==> src/hdl/crc16_checked_frame_receiver_top_assert.svh <==
// Assertion macros for the CRC-16 frame receiver.
`ifndef CRC16_CHECKED_FRAME_RECEIVER_TOP_ASSERT_SVH
`define CRC16_CHECKED_FRAME_RECEIVER_TOP_ASSERT_SVH

// Same-cycle implication, checked outside reset.
`define CRCFR_ASSERT_IMPL(lbl, ante, cons, msg) \
    lbl: assert property (@(posedge i_clk) disable iff (!i_rst_n) (ante) |-> (cons)) \
        else $error(msg);

// Next-cycle implication, checked outside reset.
`define CRCFR_ASSERT_NEXT(lbl, ante, cons, msg) \
    lbl: assert property (@(posedge i_clk) disable iff (!i_rst_n) (ante) |=> (cons)) \
        else $error(msg);

`endif

==> src/hdl/crcfr_pkg.sv <==
// Shared types, constants and the CRC byte update for the frame receiver.
`timescale 1ns / 1ps
`default_nettype none

package crcfr_pkg;

    localparam int NUM_WORDS_DEF = 8;
    localparam int IDX_W         = 5;
    localparam int FIFO_DEPTH    = 4;

    localparam logic [7:0]  PREAMBLE = 8'd16;
    localparam logic [15:0] CRC_INIT = 16'hFFFF;
    localparam logic [15:0] CRC_POLY = 16'hA001;

    localparam logic [1:0] ST_OK      = 2'd0;
    localparam logic [1:0] ST_BAD_PRE = 2'd1;
    localparam logic [1:0] ST_BAD_CRC = 2'd2;

    localparam logic KIND_WRITE   = 1'b0;
    localparam logic KIND_VERDICT = 1'b1;

    typedef struct packed {
        logic [7:0] data_byte;
        logic       frame_start;
    } t_in;

    typedef struct packed {
        logic [15:0] word;
        logic [2:0]  word_index;
        logic [1:0]  status;
        logic        last;
    } t_out;

    typedef struct packed {
        logic             kind;
        logic [15:0]      word;
        logic [IDX_W-1:0] idx;
        logic [1:0]       status;
    } t_cmd;

    function automatic logic [15:0] crc_byte(input logic [15:0] crc, input logic [7:0] b);
        logic [15:0] c;
        c = crc ^ {8'd0, b};
        for (int k = 0; k < 8; k++) begin
            if (c[0]) begin
                c = (c >> 1) ^ CRC_POLY;
            end else begin
                c = c >> 1;
            end
        end
        return c;
    endfunction

endpackage

`default_nettype wire

==> src/hdl/crcfr_front.sv <==
// Front end: tracks frame position, runs the CRC and issues store and verdict commands.
`timescale 1ns / 1ps
`default_nettype none

module crcfr_front #(
    parameter int NUM_WORDS = crcfr_pkg::NUM_WORDS_DEF
) (
    input  wire logic           i_clk,
    input  wire logic           i_rst_n,
    input  wire logic           i_push,
    output logic                o_full,
    input  wire crcfr_pkg::t_in i_in,
    output logic                o_cmd_push,
    input  wire logic           i_cmd_full,
    output crcfr_pkg::t_cmd     o_cmd
);

    localparam int FRAME_LEN = 2 * NUM_WORDS + 4;
    localparam int PW        = $clog2(FRAME_LEN);

    logic [PW-1:0] r_pos, n_pos;
    logic [15:0]   r_crc, n_crc;
    logic          r_pre_ok, n_pre_ok;
    logic [7:0]    r_hi;
    logic [7:0]    r_crc_lo;

    logic          accept;
    logic [PW-1:0] pos;
    logic [PW-1:0] off;
    logic          in_words;
    logic          crc_ok;

    assign o_full   = i_cmd_full;
    assign accept   = i_push && !i_cmd_full;
    assign pos      = i_in.frame_start ? '0 : r_pos;
    assign off      = pos - PW'(2);
    assign in_words = (pos >= PW'(2)) && (pos < PW'(2 + 2 * NUM_WORDS));
    assign crc_ok   = (r_crc_lo == r_crc[7:0]) && (i_in.data_byte == r_crc[15:8]);

    always_comb begin
        n_pos    = (pos == PW'(FRAME_LEN - 1)) ? '0 : pos + PW'(1);
        n_crc    = r_crc;
        n_pre_ok = r_pre_ok;
        if (pos == '0) begin
            n_crc    = crcfr_pkg::CRC_INIT;
            n_pre_ok = 1'b0;
        end else if (pos == PW'(1)) begin
            n_pre_ok = (i_in.data_byte == crcfr_pkg::PREAMBLE);
        end else if (in_words) begin
            n_crc = crcfr_pkg::crc_byte(r_crc, i_in.data_byte);
        end
    end

    always_comb begin
        o_cmd_push   = 1'b0;
        o_cmd.kind   = crcfr_pkg::KIND_WRITE;
        o_cmd.word   = {r_hi, i_in.data_byte};
        o_cmd.idx    = crcfr_pkg::IDX_W'(off >> 1);
        o_cmd.status = crcfr_pkg::ST_OK;
        if (accept && in_words && off[0]) begin
            o_cmd_push = 1'b1;
        end else if (accept && pos == PW'(FRAME_LEN - 1)) begin
            o_cmd_push = 1'b1;
            o_cmd.kind = crcfr_pkg::KIND_VERDICT;
            if (!r_pre_ok) begin
                o_cmd.status = crcfr_pkg::ST_BAD_PRE;
            end else if (!crc_ok) begin
                o_cmd.status = crcfr_pkg::ST_BAD_CRC;
            end
        end
    end

    always_ff @(posedge i_clk) begin
        if (!i_rst_n) begin
            r_pos    <= '0;
            r_crc    <= crcfr_pkg::CRC_INIT;
            r_pre_ok <= 1'b0;
        end else if (accept) begin
            r_pos    <= n_pos;
            r_crc    <= n_crc;
            r_pre_ok <= n_pre_ok;
        end
    end

    always_ff @(posedge i_clk) begin
        if (accept && in_words && !off[0]) begin
            r_hi <= i_in.data_byte;
        end
        if (accept && pos == PW'(FRAME_LEN - 2)) begin
            r_crc_lo <= i_in.data_byte;
        end
    end

endmodule

`default_nettype wire

==> src/hdl/crcfr_fifo.sv <==
// Short command queue between the front and back ends.
`timescale 1ns / 1ps
`default_nettype none

module crcfr_fifo #(
    parameter int DEPTH = crcfr_pkg::FIFO_DEPTH
) (
    input  wire logic            i_clk,
    input  wire logic            i_rst_n,
    input  wire logic            i_push,
    output logic                 o_full,
    input  wire crcfr_pkg::t_cmd i_data,
    output logic                 o_empty,
    input  wire logic            i_pop,
    output crcfr_pkg::t_cmd      o_data
);

    localparam int AW = $clog2(DEPTH);

    crcfr_pkg::t_cmd r_mem [DEPTH];
    logic [AW-1:0]   r_wr, r_rd;
    logic [AW:0]     r_cnt, n_cnt;
    logic            do_push, do_pop;

    assign o_full  = (r_cnt == (AW + 1)'(DEPTH));
    assign o_empty = (r_cnt == '0);
    assign do_push = i_push && !o_full;
    assign do_pop  = i_pop && !o_empty;
    assign o_data  = r_mem[r_rd];

    always_comb begin
        n_cnt = r_cnt;
        if (do_push && !do_pop) begin
            n_cnt = r_cnt + (AW + 1)'(1);
        end else if (do_pop && !do_push) begin
            n_cnt = r_cnt - (AW + 1)'(1);
        end
    end

    always_ff @(posedge i_clk) begin
        if (!i_rst_n) begin
            r_wr  <= '0;
            r_rd  <= '0;
            r_cnt <= '0;
        end else begin
            if (do_push) begin
                r_wr <= r_wr + AW'(1);
            end
            if (do_pop) begin
                r_rd <= r_rd + AW'(1);
            end
            r_cnt <= n_cnt;
        end
    end

    always_ff @(posedge i_clk) begin
        if (do_push) begin
            r_mem[r_wr] <= i_data;
        end
    end

endmodule

`default_nettype wire

==> src/hdl/crcfr_back.sv <==
// Back end: word store, verdict handling and the result output register.
`timescale 1ns / 1ps
`default_nettype none

module crcfr_back #(
    parameter int NUM_WORDS = crcfr_pkg::NUM_WORDS_DEF
) (
    input  wire logic            i_clk,
    input  wire logic            i_rst_n,
    input  wire logic            i_cmd_empty,
    output logic                 o_cmd_pop,
    input  wire crcfr_pkg::t_cmd i_cmd,
    output logic                 o_empty,
    input  wire logic            i_pop,
    output crcfr_pkg::t_out      o_out
);

    localparam int IW = (NUM_WORDS > 1) ? $clog2(NUM_WORDS) : 1;

    logic [15:0]     r_store [NUM_WORDS];
    logic            r_emit, n_emit;
    logic [IW-1:0]   r_cnt, n_cnt;
    logic            r_out_valid, n_out_valid;
    crcfr_pkg::t_out r_out, n_out;
    logic            out_load;
    logic            is_write;
    logic            load_out;

    assign o_empty  = !r_out_valid;
    assign o_out    = r_out;
    assign out_load = !r_out_valid || i_pop;
    assign is_write = (i_cmd.kind == crcfr_pkg::KIND_WRITE);

    always_comb begin
        o_cmd_pop   = 1'b0;
        n_emit      = r_emit;
        n_cnt       = r_cnt;
        n_out_valid = r_out_valid && !i_pop;
        n_out       = r_out;
        load_out    = 1'b0;
        if (r_emit) begin
            if (out_load) begin
                load_out         = 1'b1;
                n_out_valid      = 1'b1;
                n_out.word       = r_store[r_cnt];
                n_out.word_index = 3'(r_cnt);
                n_out.status     = crcfr_pkg::ST_OK;
                n_out.last       = (r_cnt == IW'(NUM_WORDS - 1));
                n_cnt            = r_cnt + IW'(1);
                if (r_cnt == IW'(NUM_WORDS - 1)) begin
                    n_emit = 1'b0;
                end
            end
        end else if (!i_cmd_empty) begin
            if (is_write) begin
                o_cmd_pop = 1'b1;
            end else if (i_cmd.status == crcfr_pkg::ST_OK) begin
                o_cmd_pop = 1'b1;
                n_emit    = 1'b1;
                n_cnt     = '0;
            end else if (out_load) begin
                o_cmd_pop        = 1'b1;
                load_out         = 1'b1;
                n_out_valid      = 1'b1;
                n_out.word       = '0;
                n_out.word_index = '0;
                n_out.status     = i_cmd.status;
                n_out.last       = 1'b1;
            end
        end
    end

    always_ff @(posedge i_clk) begin
        if (!i_rst_n) begin
            r_emit      <= 1'b0;
            r_cnt       <= '0;
            r_out_valid <= 1'b0;
        end else begin
            r_emit      <= n_emit;
            r_cnt       <= n_cnt;
            r_out_valid <= n_out_valid;
        end
    end

    always_ff @(posedge i_clk) begin
        if (load_out) begin
            r_out <= n_out;
        end
        if (o_cmd_pop && is_write) begin
            r_store[IW'(i_cmd.idx)] <= i_cmd.word;
        end
    end

endmodule

`default_nettype wire

==> src/hdl/crc16_checked_frame_receiver_top.sv <==
// CRC-16/Modbus checked frame receiver, top level.
// Input channel: one frame byte per word, accepted when i_push is high and
// o_full is low. i_in.frame_start marks byte 0 of a frame; otherwise the
// position wraps after 2*NUM_WORDS+4 bytes. Byte 1 must be 16, the words
// follow high byte first, and the last two bytes hold the CRC, low first.
// Result channel: o_out is valid while o_empty is low and is taken with
// i_pop. A good frame gives NUM_WORDS words with status 0, the last one
// flagged; a bad preamble (1) or CRC mismatch (2) gives one word with last.
// Throughput: one byte per cycle while o_full is low. The back end drains
// a good frame well inside a frame time.
// Path: a good frame's first word goes through the command queue, emit flag
// and output register once the last CRC byte is taken, an error word skips
// the emit flag; later words follow one per cycle while i_pop is held.
// Stalls: when the result side stops popping, the command queue between
// front and back fills and o_full rises; no byte is lost.
// Reset: synchronous, active low; clears position, CRC, queue, out valid.
`timescale 1ns / 1ps
`default_nettype none
`include "crc16_checked_frame_receiver_top_assert.svh"

module crc16_checked_frame_receiver_top #(
    parameter int NUM_WORDS = crcfr_pkg::NUM_WORDS_DEF
) (
    input  wire logic            i_clk,
    input  wire logic            i_rst_n,
    input  wire logic            i_push,
    output logic                 o_full,
    input  wire crcfr_pkg::t_in  i_in,
    output logic                 o_empty,
    input  wire logic            i_pop,
    output crcfr_pkg::t_out      o_out
);

    // room for the next frame's word writes while a good frame drains
    localparam int CMD_DEPTH = (NUM_WORDS / 2 > crcfr_pkg::FIFO_DEPTH)
                             ? (1 << $clog2(NUM_WORDS / 2)) : crcfr_pkg::FIFO_DEPTH;

    logic            cmd_push, cmd_full, cmd_empty, cmd_pop;
    crcfr_pkg::t_cmd cmd_in, cmd_out;
    logic            out_err, err_shape_ok, status_known;

    assign out_err      = !o_empty && o_out.status != crcfr_pkg::ST_OK;
    assign err_shape_ok = o_out.last && o_out.word == 16'd0 && o_out.word_index == 3'd0;
    assign status_known = o_out.status == crcfr_pkg::ST_OK
                       || o_out.status == crcfr_pkg::ST_BAD_PRE
                       || o_out.status == crcfr_pkg::ST_BAD_CRC;

    crcfr_front #(.NUM_WORDS(NUM_WORDS)) u_front (
        .i_clk      (i_clk),
        .i_rst_n    (i_rst_n),
        .i_push     (i_push),
        .o_full     (o_full),
        .i_in       (i_in),
        .o_cmd_push (cmd_push),
        .i_cmd_full (cmd_full),
        .o_cmd      (cmd_in)
    );

    crcfr_fifo #(.DEPTH(CMD_DEPTH)) u_fifo (
        .i_clk   (i_clk),
        .i_rst_n (i_rst_n),
        .i_push  (cmd_push),
        .o_full  (cmd_full),
        .i_data  (cmd_in),
        .o_empty (cmd_empty),
        .i_pop   (cmd_pop),
        .o_data  (cmd_out)
    );

    crcfr_back #(.NUM_WORDS(NUM_WORDS)) u_back (
        .i_clk       (i_clk),
        .i_rst_n     (i_rst_n),
        .i_cmd_empty (cmd_empty),
        .o_cmd_pop   (cmd_pop),
        .i_cmd       (cmd_out),
        .o_empty     (o_empty),
        .i_pop       (i_pop),
        .o_out       (o_out)
    );

    `CRCFR_ASSERT_IMPL(a_no_push_full, cmd_push, !cmd_full, "command pushed into full queue")
    `CRCFR_ASSERT_IMPL(a_err_shape, out_err, err_shape_ok, "malformed error word")
    `CRCFR_ASSERT_IMPL(a_status_code, !o_empty, status_known, "bad status code")

endmodule

`default_nettype wire

==> config.mk <==
export PLATFORM = sky130hd
export DESIGN_NAME = crc16_checked_frame_receiver_top
export DESIGN_NICKNAME = d
export VERILOG_FILES = /design/src/hdl/crcfr_pkg.sv /design/src/hdl/crcfr_front.sv /design/src/hdl/crcfr_fifo.sv /design/src/hdl/crcfr_back.sv /design/src/hdl/crc16_checked_frame_receiver_top.sv
export VERILOG_INCLUDE_DIRS = /design/src /design/src/hdl
export SDC_FILE = /design/constraint.sdc
export NUM_CORES = 1
export LEC_CHECK = 0
export BUFFER_PORTS_ARGS = -buffer_cell sky130_fd_sc_hd__clkbuf_2
export CAP_MARGIN = 5
export CORE_MARGIN = 4
export CORE_UTILIZATION = 50
export CTS_CLUSTER_SIZE = 12
export DETAILED_ROUTE_END_ITERATION = 12
export PLACE_DENSITY_LB_ADDON = 0.12
export SYNTH_ARGS = -nofsm -noshare
export SYNTH_HDL_FRONTEND = slang
export SYNTH_SLANG_ARGS = --single-unit
==> constraint.sdc <==
create_clock -name i_clk -period 6.4 [get_ports i_clk]
set_input_delay 0.96 -clock i_clk [delete_from_list [all_inputs] [get_ports i_clk]]
set_output_delay 0.96 -clock i_clk [all_outputs]
set_load 0.005 [all_outputs]
* Word-level counts from Yosys, hierarchy flattened
Memories as Yosys holds them, arrays and structs flattened. A register that Yosys moved wholly into a read port is not among the register bits. Index checks and enable logic that the tools add are counted.
Operators by class: $add $sub $neg 7, multipliers 0, divide/modulo/power cells 0, order comparisons 2, equality and inequality tests 13, shift operators 0, mux-type cells 84, bitwise logic cells 10, reductions and logical operators 34
Operators by type and width (number):
- $mux W16 | 32
- $mux W22 | 6
- $mux W1 | 29
- $mux W3 | 9
- $not A2 Y3 | 8
- $eq A8 B8 Y1 | 2
- $xor A16 B8 Y16 | 1
- $logic_and A1 B1 Y1 | 14
- $mux W2 | 6
- $eq A5 B5 Y1 const B | 2
- $mux W5 | 2
- $reduce_bool A2 Y1 | 5
- $eq A8 B5 Y1 const B | 1
- $logic_not A1 Y1 | 7
- $add A3 B1 Y3 const B | 2
- $eq A3 B3 Y1 const B | 2
- $reduce_and A6 Y1 | 1
- $add A5 B1 Y5 const B | 1
- $eq A5 B1 Y1 const B | 1
- $ge A5 B2 Y1 const B | 1
- $logic_not A5 Y1 | 1
- $lt A5 B5 Y1 const B | 1
- $sub A5 B2 Y5 const B | 1
- $add A2 B1 Y2 const B | 2
- other kinds (11) | 13
Word-level totals: register bits after elaboration 72, latch bits 0, RAM bits 220, ROM bits 0, output and inout bits 24, word-level logic and storage cells 167, memories 2
Memories:
- u_back.r_store | depth 8, bits a word 16, read ports 1, clocked after memory_dff 1, wr ports 1, line crcfr_back.sv:20 | logic [15:0] r_store [NUM_WORDS];
- u_fifo.r_mem | depth 4, bits a word 23, read ports 1, clocked after memory_dff 1, wr ports 1, line crcfr_fifo.sv:20 | crcfr_pkg::t_cmd r_mem [DEPTH];

* Logic depth before layout (Yosys ltp)
Gate-level depths: netlist of run 1.
depth in word-level cells 41, mapped depth 13, mapped depth without buffers 12

* Modules after synthesis
A second synthesis of run 1 with hierarchy kept.
Second synthesis, totals: cell total of the unflattened synthesis 674, area total of the unflattened synthesis 12104.1 um^2
Modules (own cells, without submodules):
- crcfr_back | times used 1, cells each 280, area each 6035.8 um^2
- crcfr_fifo | times used 1, cells each 174, area each 3978.8 um^2
- crcfr_front | times used 1, cells each 220, area each 2089.5 um^2

* Worst setup path after synthesis of run 1
OpenSTA, ideal clock, no wires.
path type input port to flip-flop, start in i_in[0] (netlist bit), end reg u_fifo.r_cnt[2], setup time 76 ps, arrival time 3439 ps, slack 2886 ps, cell stages on the path 13, cell sequence clkbuf_1 -> nand2b_1 -> ha_1 -> nand2b_1 -> xor2_1 -> nand2_1 -> a21oi_2 -> ha_1 -> inv_1 -> fa_1 -> xor2_1 -> or3_1 -> a21boi_0
Between the ends: longest elaborated chain between the ends 10, elaborated cells on any way between the ends 17, those cells by class 1 x add/sub; 2 x order compare; 1 x eq/ne; 4 x mux; 9 x reduce/logical
Ends and longest elaborated chain:
- start, declared | line crc16_checked_frame_receiver_top.sv:28 | input wire crcfr_pkg::t_in i_in,
- $mux W5 (*) | line crcfr_front.sv:35 | assign pos = i_in.frame_start ? '0 : r_pos;
- $ge A5 B2 Y1 / $lt A5 B5 Y1 (equally long branches) | line crcfr_front.sv:37 | assign in_words = (pos >= PW'(2)) && (pos < PW'(2 + 2 * NUM_WORDS));
- $logic_and A1 B1 Y1 | line crcfr_front.sv:37
- $logic_and A1 B1 Y1 (2 in a row) | line crcfr_front.sv:60 | if (accept && in_words && off[0]) begin
- $mux W1 (*) | line crcfr_front.sv:60
- $logic_and A1 B1 Y1 (*) | line crcfr_fifo.sv:27 | assign do_push = i_push && !o_full;
- net u_fifo.do_push | line crcfr_fifo.sv:23 | logic do_push, do_pop;
- $logic_not A1 Y1 | line crcfr_fifo.sv:35 | end else if (do_pop && !do_push) begin
- $logic_and A1 B1 Y1 | line crcfr_fifo.sv:35
- $reduce_bool A2 Y1 (no source line)
- end signal, assigned | line crcfr_fifo.sv:52 | r_cnt <= n_cnt;
- end, declared | line crcfr_fifo.sv:22 | logic [AW:0] r_cnt, n_cnt;
Mark *: on every way through the listed nets, which the timed path passes. The rest lies on a longest branch. A chain may end at the register's enable or synchronous reset.

==> reports/metrics.cfg, run 1 <==
[status]
outcome = completed

[timing]
slew_headroom_pct = 21.00
max_freq_mhz = 292.5
min_period_ns = 3.419
fin_skew_ns = 0.01018
whs_ns = 0.4998
rsz0062_at_grt = no
finalSetupViolCount = 0
fin_setup_tns_ns = 0
fin_crit_sh_pct = 53.42
hold_violations = 0
worst_pin_slew_ns = 1.185
drv_slew = 0
finalWorstSetupSlack_ns = 2.981

[floorplan]
dieWidth_um = 160.2
start_util_pct = 50.99
core_area_mm2 = 0.02271
die_area_mm2 = 0.02566
rows = 55
die_h_um = 160.2
io_pins = 37

[logic_synthesis]
synth_warnings = 0
synth_top_family_by_area = multiplexers
synth_fp_nets = 663
avgSynthCellArea_um2 = 18.12
synth-edff-count = 254
synth.ff_latch_count = 293
synth-simple-area-share_pct = 6.127
synth_mux_area_share_pct = 12.15
synthArstFlopShare_pct = 0
synth_adder_area_share_pct = 1.254
synth_area_mm2 = 0.01158
synth_seq_area_share_pct = 72.62
synth_cell_types = 46
synth-compound-area-share_pct = 2.691
synth_flop_cell = edfxtp_1
syn_inst = 639
synthXorXnorAreaFrac_pct = 3.663

[worst_setup_path]
cp_max_fo = 22
r2r_setup_slack_ns = 2.98
crit_family = flip-flops
required_ns = 6.85
path_buf_inv = 1
critPathArrivalTime_ns = 3.86
cp-start-kind = flop
end_kind = flop
slowest_delay_ns = 0.99
crit_type = reg -> reg
crit_chain = mux4_2, nor2_1, o21ai_0, ha_1, inv_1, fa_1, xor2_1, or3_1, a21boi_0
cp_slowest_cell = dfxtp_1

[cts]
cts_root_buffer = clkbuf_16
cts_tree = built
postCtsSetupRepairBufs = 0
clock-sinks = 293
cts_resized = 0
clkTransAtPathRegs_ns = 0.06
clock_latency_ns = 0.53
htreeDepth = 1
cts_buffers = 30
cts_hold_buf = 0
cts_buffer_depth = 3

[layout]
area_delta_synth_final_pct = 11.79
stdcell_count = 997
diodes = 0
finish.net_count = 716
drive_above_1_share_pct = 21.49
fillCellCount = 1750

[global_route]
use_met2_pct = 27.67
antenna_found_initial = 0
grt_usage_pct = 16.00
grt_pass1_vias = 5870
use_met1_pct = 21.55
use_met3_pct = 2.529
grt-ovfl-total = 0
gr-max-usage-layer = met2
grt_first_pass_wirelength_mm = 32.56
grt_max_degree = 38

[drt]
avgRoutedWirePerCell_um = 20.20
drt-total-wl_mm = 20.14
drc = 0
drt_iter0_drc = 329
routed_via_density = 5.546
num_vias = 5529
final_antenna_net_count = 0
first_pass_iters = 4

[placement]
dp_slack_ns = 2.476
portBuffers = 36
place.gp.congestion = 0.7759
placed_cells = 945
dp_hpwl_mm = 12.22

[power]
vdd_drop_max_uv = 207.5
p_leak_nw = 4.181
power.density_mw_per_mm2 = 356.0

[min_path]
min_path_type = reg -> reg

[job]
max-cap-violations = 0

## sequential cells by signal, indices dropped and copies added, names as in the netlist, named ones only
register	count
u_front.r_crc_lo	8
u_back.r_emit	1
u_fifo.r_rd	2
u_front.r_pre_ok	1
u_back.r_cnt	3
u_back.o_out	22
u_fifo.r_mem	88
u_front.r_hi	8
u_fifo.r_cnt	3
u_back.r_out_valid	1
u_front.r_pos	5
u_front.r_crc	16
u_fifo.r_wr	2
u_back.r_store	128
## power by group
part | switching, mW | leakage, nW | internal [mW]
clock | 0.655 | 0.425 | 0.880
combinational | 0.433 | 1.10 | 0.280
sequential | 0.0623 | 2.66 | 2.30
total | 1.15 | 4.18 | 3.46
## cells in the final DEF, fill, tap and decap left out, types with 11 or more instances in the layout
cell type    n
edfxtp_1   254
mux4_2      54
dfxtp_1     37
clkbuf_2    36
nand2_1     33
clkbuf_16   31
nor2b_1     29
xor2_1      24
mux2i_1     19
nor2_1      17
xnor2_1     16
and2_1      16
o22ai_1     15
buf_4       13
nand2b_1    11
clkbuf_1    11
## cell families (layout without fill, tap and decap cells)
kind of cell	count (synthesis)	after routing
adder cells (fa/ha/maj)	11	11
XOR/XNOR	44	44
AND/OR/NAND/NOR	134	134
AO/OA/AOI/OAI	46	46
buffers and inverters	38	111
flip-flops	293	293
multiplexers	73	73
## layer usage
layer | part of all wire, % | wire length, um | vias up
met4 | 2.2 | 437 | 0
met2 | 51 | 10240 | 82
met1 | 44 | 8915 | 2837
met3 | 2.7 | 547 | 29
met5 | 0 | 0 | -
li1 | - | - | 2581
## worst reg2reg max path: stages, from the launching register on
cell	delay [ns]
dfxtp_1	0.99
mux4_2	0.38
nor2_1	0.09
o21ai_0	0.42
ha_1	0.26
inv_1	0.07
fa_1	0.43
xor2_1	0.16
or3_1	0.32
a21boi_0	0.22
## per-stage QoR
stage | area (um^2) | total power [mW] | utilization (%)
after floorplan | 11580 | 2.880 | -
after global placement | 12080 | 3.098 | 53.20
after detailed placement | 12080 | 3.132 | 53.20
after CTS | 12940 | 4.676 | 57.00
after global routing | 12940 | 4.835 | 57.00
final | 12940 | 4.608 | 57.00
## final cells by class
cell class | instances | area, um^2 | share of cell area, %
tap | 285 | 356.6 | 2.755
timing repair buffer | 49 | 277.8 | 2.146
clock buffer | 42 | 817.0 | 6.312
multi-input combinational | 308 | 2999 | 23.17
sequential | 293 | 8411 | 64.98
inverter | 10 | 37.54 | 0.2900
clock inverter | 10 | 45.04 | 0.3480
## worst paths after layout
| check | cells after the start | start | to |
|---|---|---|---|
| setup reg to reg | 9 | flop | u_fifo.r_cnt[2]$_SDFFE_PN0P_ |
| hold / removal | 0 | u_front.r_hi[3]$_DFFE_PP_ | u_fifo.r_mem[3][17]$_DFFE_PP_ |
| setup / recovery | 9 | flop | u_fifo.r_cnt[2]$_SDFFE_PN0P_ |
| hold reg to reg | 0 | u_front.r_hi[3]$_DFFE_PP_ | u_fifo.r_mem[3][17]$_DFFE_PP_ |
## synthesized netlist by cell type (all sizes together) (3+ instances only)
| cell type | n | area, um^2 |
|---|---|---|
| nand2b | 11 | 68.82 |
| nor3 | 6 | 30.03 |
| nand2 | 33 | 123.9 |
| and2 | 16 | 100.1 |
| xor2 | 24 | 210.2 |
| nor2b | 29 | 181.4 |
| buf | 11 | 72.56 |
| a21oi | 5 | 32.53 |
| ha | 10 | 125.1 |
| nor4 | 5 | 31.28 |
| nand3 | 6 | 30.03 |
| inv | 10 | 37.54 |
| a21boi | 4 | 30.03 |
| mux2i | 19 | 190.2 |
| a22oi | 3 | 22.52 |
| mux4 | 54 | 1216 |
| o21ai | 10 | 50.05 |
| clkbuf | 17 | 63.81 |
| o22ai | 15 | 93.84 |
| dfxtp | 39 | 780.8 |
| edfxtp | 254 | 7627 |
| nor2 | 18 | 67.56 |
| xnor2 | 19 | 188.9 |
Power figures use the tool's default switching activity.
==> inputs of run 2 (changes only) <==
==> constraint.sdc (replaced) <==
create_clock -name i_clk -period 2.8 [get_ports i_clk]
set_input_delay 0.42 -clock i_clk [delete_from_list [all_inputs] [get_ports i_clk]]
set_output_delay 0.42 -clock i_clk [all_outputs]
set_load 0.005 [all_outputs]
==> reports/metrics.cfg, run 2 (synthesis gave the netlist of run 1 again) <==
[floorplan]
rows = 55
die_h_um = 160.2
die_area_mm2 = 0.02566
dieWidth_um = 160.2
start_util_pct = 50.99
core_area_mm2 = 0.02271
io_pins = 37

[power]
power.share.clock_pct = 33.9
switchingPower_mw = 2.663
vdd_drop_max_uv = 642.8
p_leak_nw = 4.317
p_int_mw = 8.158
switching_share_pct = 24.61
pwr-share-seq_pct = 49.6
power.density_mw_per_mm2 = 814.6
comb_power_share_pct = 16.5

[worst_setup_path]
end_kind = flop
r2r-end = u_fifo.r_cnt[2]$_SDFFE_PN0P_
critPathArrivalTime_ns = 3.08
cp-start-kind = flop
r2r_start = u_front.r_pos[0]$_SDFFE_PN0P_
cp_max_fo = 9
reg2reg_depth = 10
crit_type = reg -> reg
r2r_setup_slack_ns = 0.19
required_ns = 3.27

[cts]
cts_root_buffer = clkbuf_16
cts_buffers = 30
clock_latency_ns = 0.54
clkTransAtPathRegs_ns = 0.06
clock-sinks = 293
cts_tree = built
htreeDepth = 1
cts_buffer_depth = 3

[drt]
avgRoutedWirePerCell_um = 19.78
drt_iter0_drc = 371
drt-total-wl_mm = 20.13
num_vias = 5558
first_pass_iters = 4
final_antenna_net_count = 0
routed_via_density = 5.460
drc = 0

[min_path]
min_from = i_pop
min_path_type = in -> reg
hold_depth = 3
hold_end = u_back.r_out_valid$_SDFF_PN0_

[layout]
fillCellCount = 1666
seqCellArea_mm2 = 0.008409
finish.instance_area_mm2 = 0.01328
final_common_cell = edfxtp_1
drive_above_1_share_pct = 23.60
diodes = 0
final_cell_mix = 254 x edfxtp_1, 54 x mux4_2, 38 x dfxtp_1, 36 x clkbuf_2, 33 x nand2_1
multiInputGateArea_mm2 = 0.003014
largest_register_ffs = 128
finish.net_count = 733
largest_register = u_back.r_store
area_delta_synth_final_pct = 14.73

[placement]
dp_slack_ns = -0.05085
place_area_mm2 = 0.01236
dp_hpwl_mm = 12.49
place.gp.congestion = 0.8045
portBuffers = 36

[timing]
worst_pin_slew_ns = 1.279
slew_headroom_pct = 14.11
hold_violations = 0
fin_skew_ns = 0.006106
finalWorstSetupSlack_ns = 0.1941
finalSetupViolCount = 0
drv_slew = 0
fin_setup_tns_ns = 0
whs_ns = 0.2210
rsz0062_at_grt = no
max_freq_mhz = 383.7
min_period_ns = 2.606
fin_crit_sh_pct = 93.07

[global_route]
use_met2_pct = 27.82
use_met3_pct = 2.555
grt_max_degree = 38
antenna_found_initial = 0
gr-max-usage-layer = met2
grt_pass1_vias = 5865
grt_usage_pct = 16.04
grt-ovfl-total = 0
use_met1_pct = 21.24
grt_first_pass_wirelength_mm = 32.45

[job]
max-cap-violations = 0

[status]
outcome = completed

-- run 2: worst max path at each step --
stage                             startpoint                           end  slack [ns]
2_1_floorplan                        i_in[0]  u_fifo.r_cnt[2]$_SDFFE_PN0P_        0.02
3_3_place_gp                         i_in[0]  u_fifo.r_cnt[2]$_SDFFE_PN0P_        0.05
3_5_place_dp                         i_in[0]  u_fifo.r_cnt[2]$_SDFFE_PN0P_       -0.05
4_1_cts                                 flop  u_fifo.r_cnt[2]$_SDFFE_PN0P_        0.15
5_1_grt        u_front.r_pos[0]$_SDFFE_PN0P_  u_fifo.r_cnt[2]$_SDFFE_PN0P_       0.007
6_report       u_front.r_pos[0]$_SDFFE_PN0P_  u_fifo.r_cnt[2]$_SDFFE_PN0P_        0.19
-- run 2: cell type report --
| cell class | count | area share [%] |
|---|---|---|
| flip-flops and latches | 293 | 63.30 |
| inverters | 10 | 0.2826 |
| multi-input cells | 308 | 22.69 |
| repair buffers | 66 | 4.088 |
| clock buffers | 49 | 6.414 |
| well taps | 285 | 2.684 |
| clock inverters | 7 | 0.5369 |
-- run 2: power by group through the flow --
stage	combinational (mW)	clock [mW]	sequential, mW
floorplan	1.16	0	5.43
global placement	1.76	0	5.45
detailed placement	1.83	0	5.46
CTS	1.83	3.77	5.37
global route	1.97	3.98	5.39
finish	1.79	3.67	5.37
-- run 2: per-stage QoR --
step                util (%)  instances  power [mW]
floorplan                  -        639       6.592
global placement       54.43        962       7.203
detailed placement     54.43        962       7.288
CTS                    58.50       1018       10.97
global route           58.50       1018       11.34
finish                 58.50       1018       10.82
-- run 2: critical path, cell delays in order, from the launching register on --
cell,delay (ns)
dfxtp_1,0.46
nor2b_1,0.23
ha_1,0.20
nand3_1,0.18
a21oi_4,0.22
ha_2,0.20
inv_1,0.06
fa_2,0.38
xor2_1,0.15
or3_1,0.30
a21boi_1,0.15
-- run 2: per-layer routing --
| metal | part of all wire, % | routed length [um] | vias to the layer above |
|---|---|---|---|
| met5 | 0 | 0 | - |
| met4 | 2.3 | 468 | 0 |
| met3 | 3.1 | 625 | 30 |
| met2 | 51 | 10310 | 89 |
| met1 | 43 | 8730 | 2819 |
| li1 | - | - | 2620 |
-- run 2: what timing repair did --
action                                  in CTS  in global routing
setup buffers                                0                  0
endpoints found under the setup margin       0                  1
hold buffers                                 0                  0
gates resized for setup                      0                  1
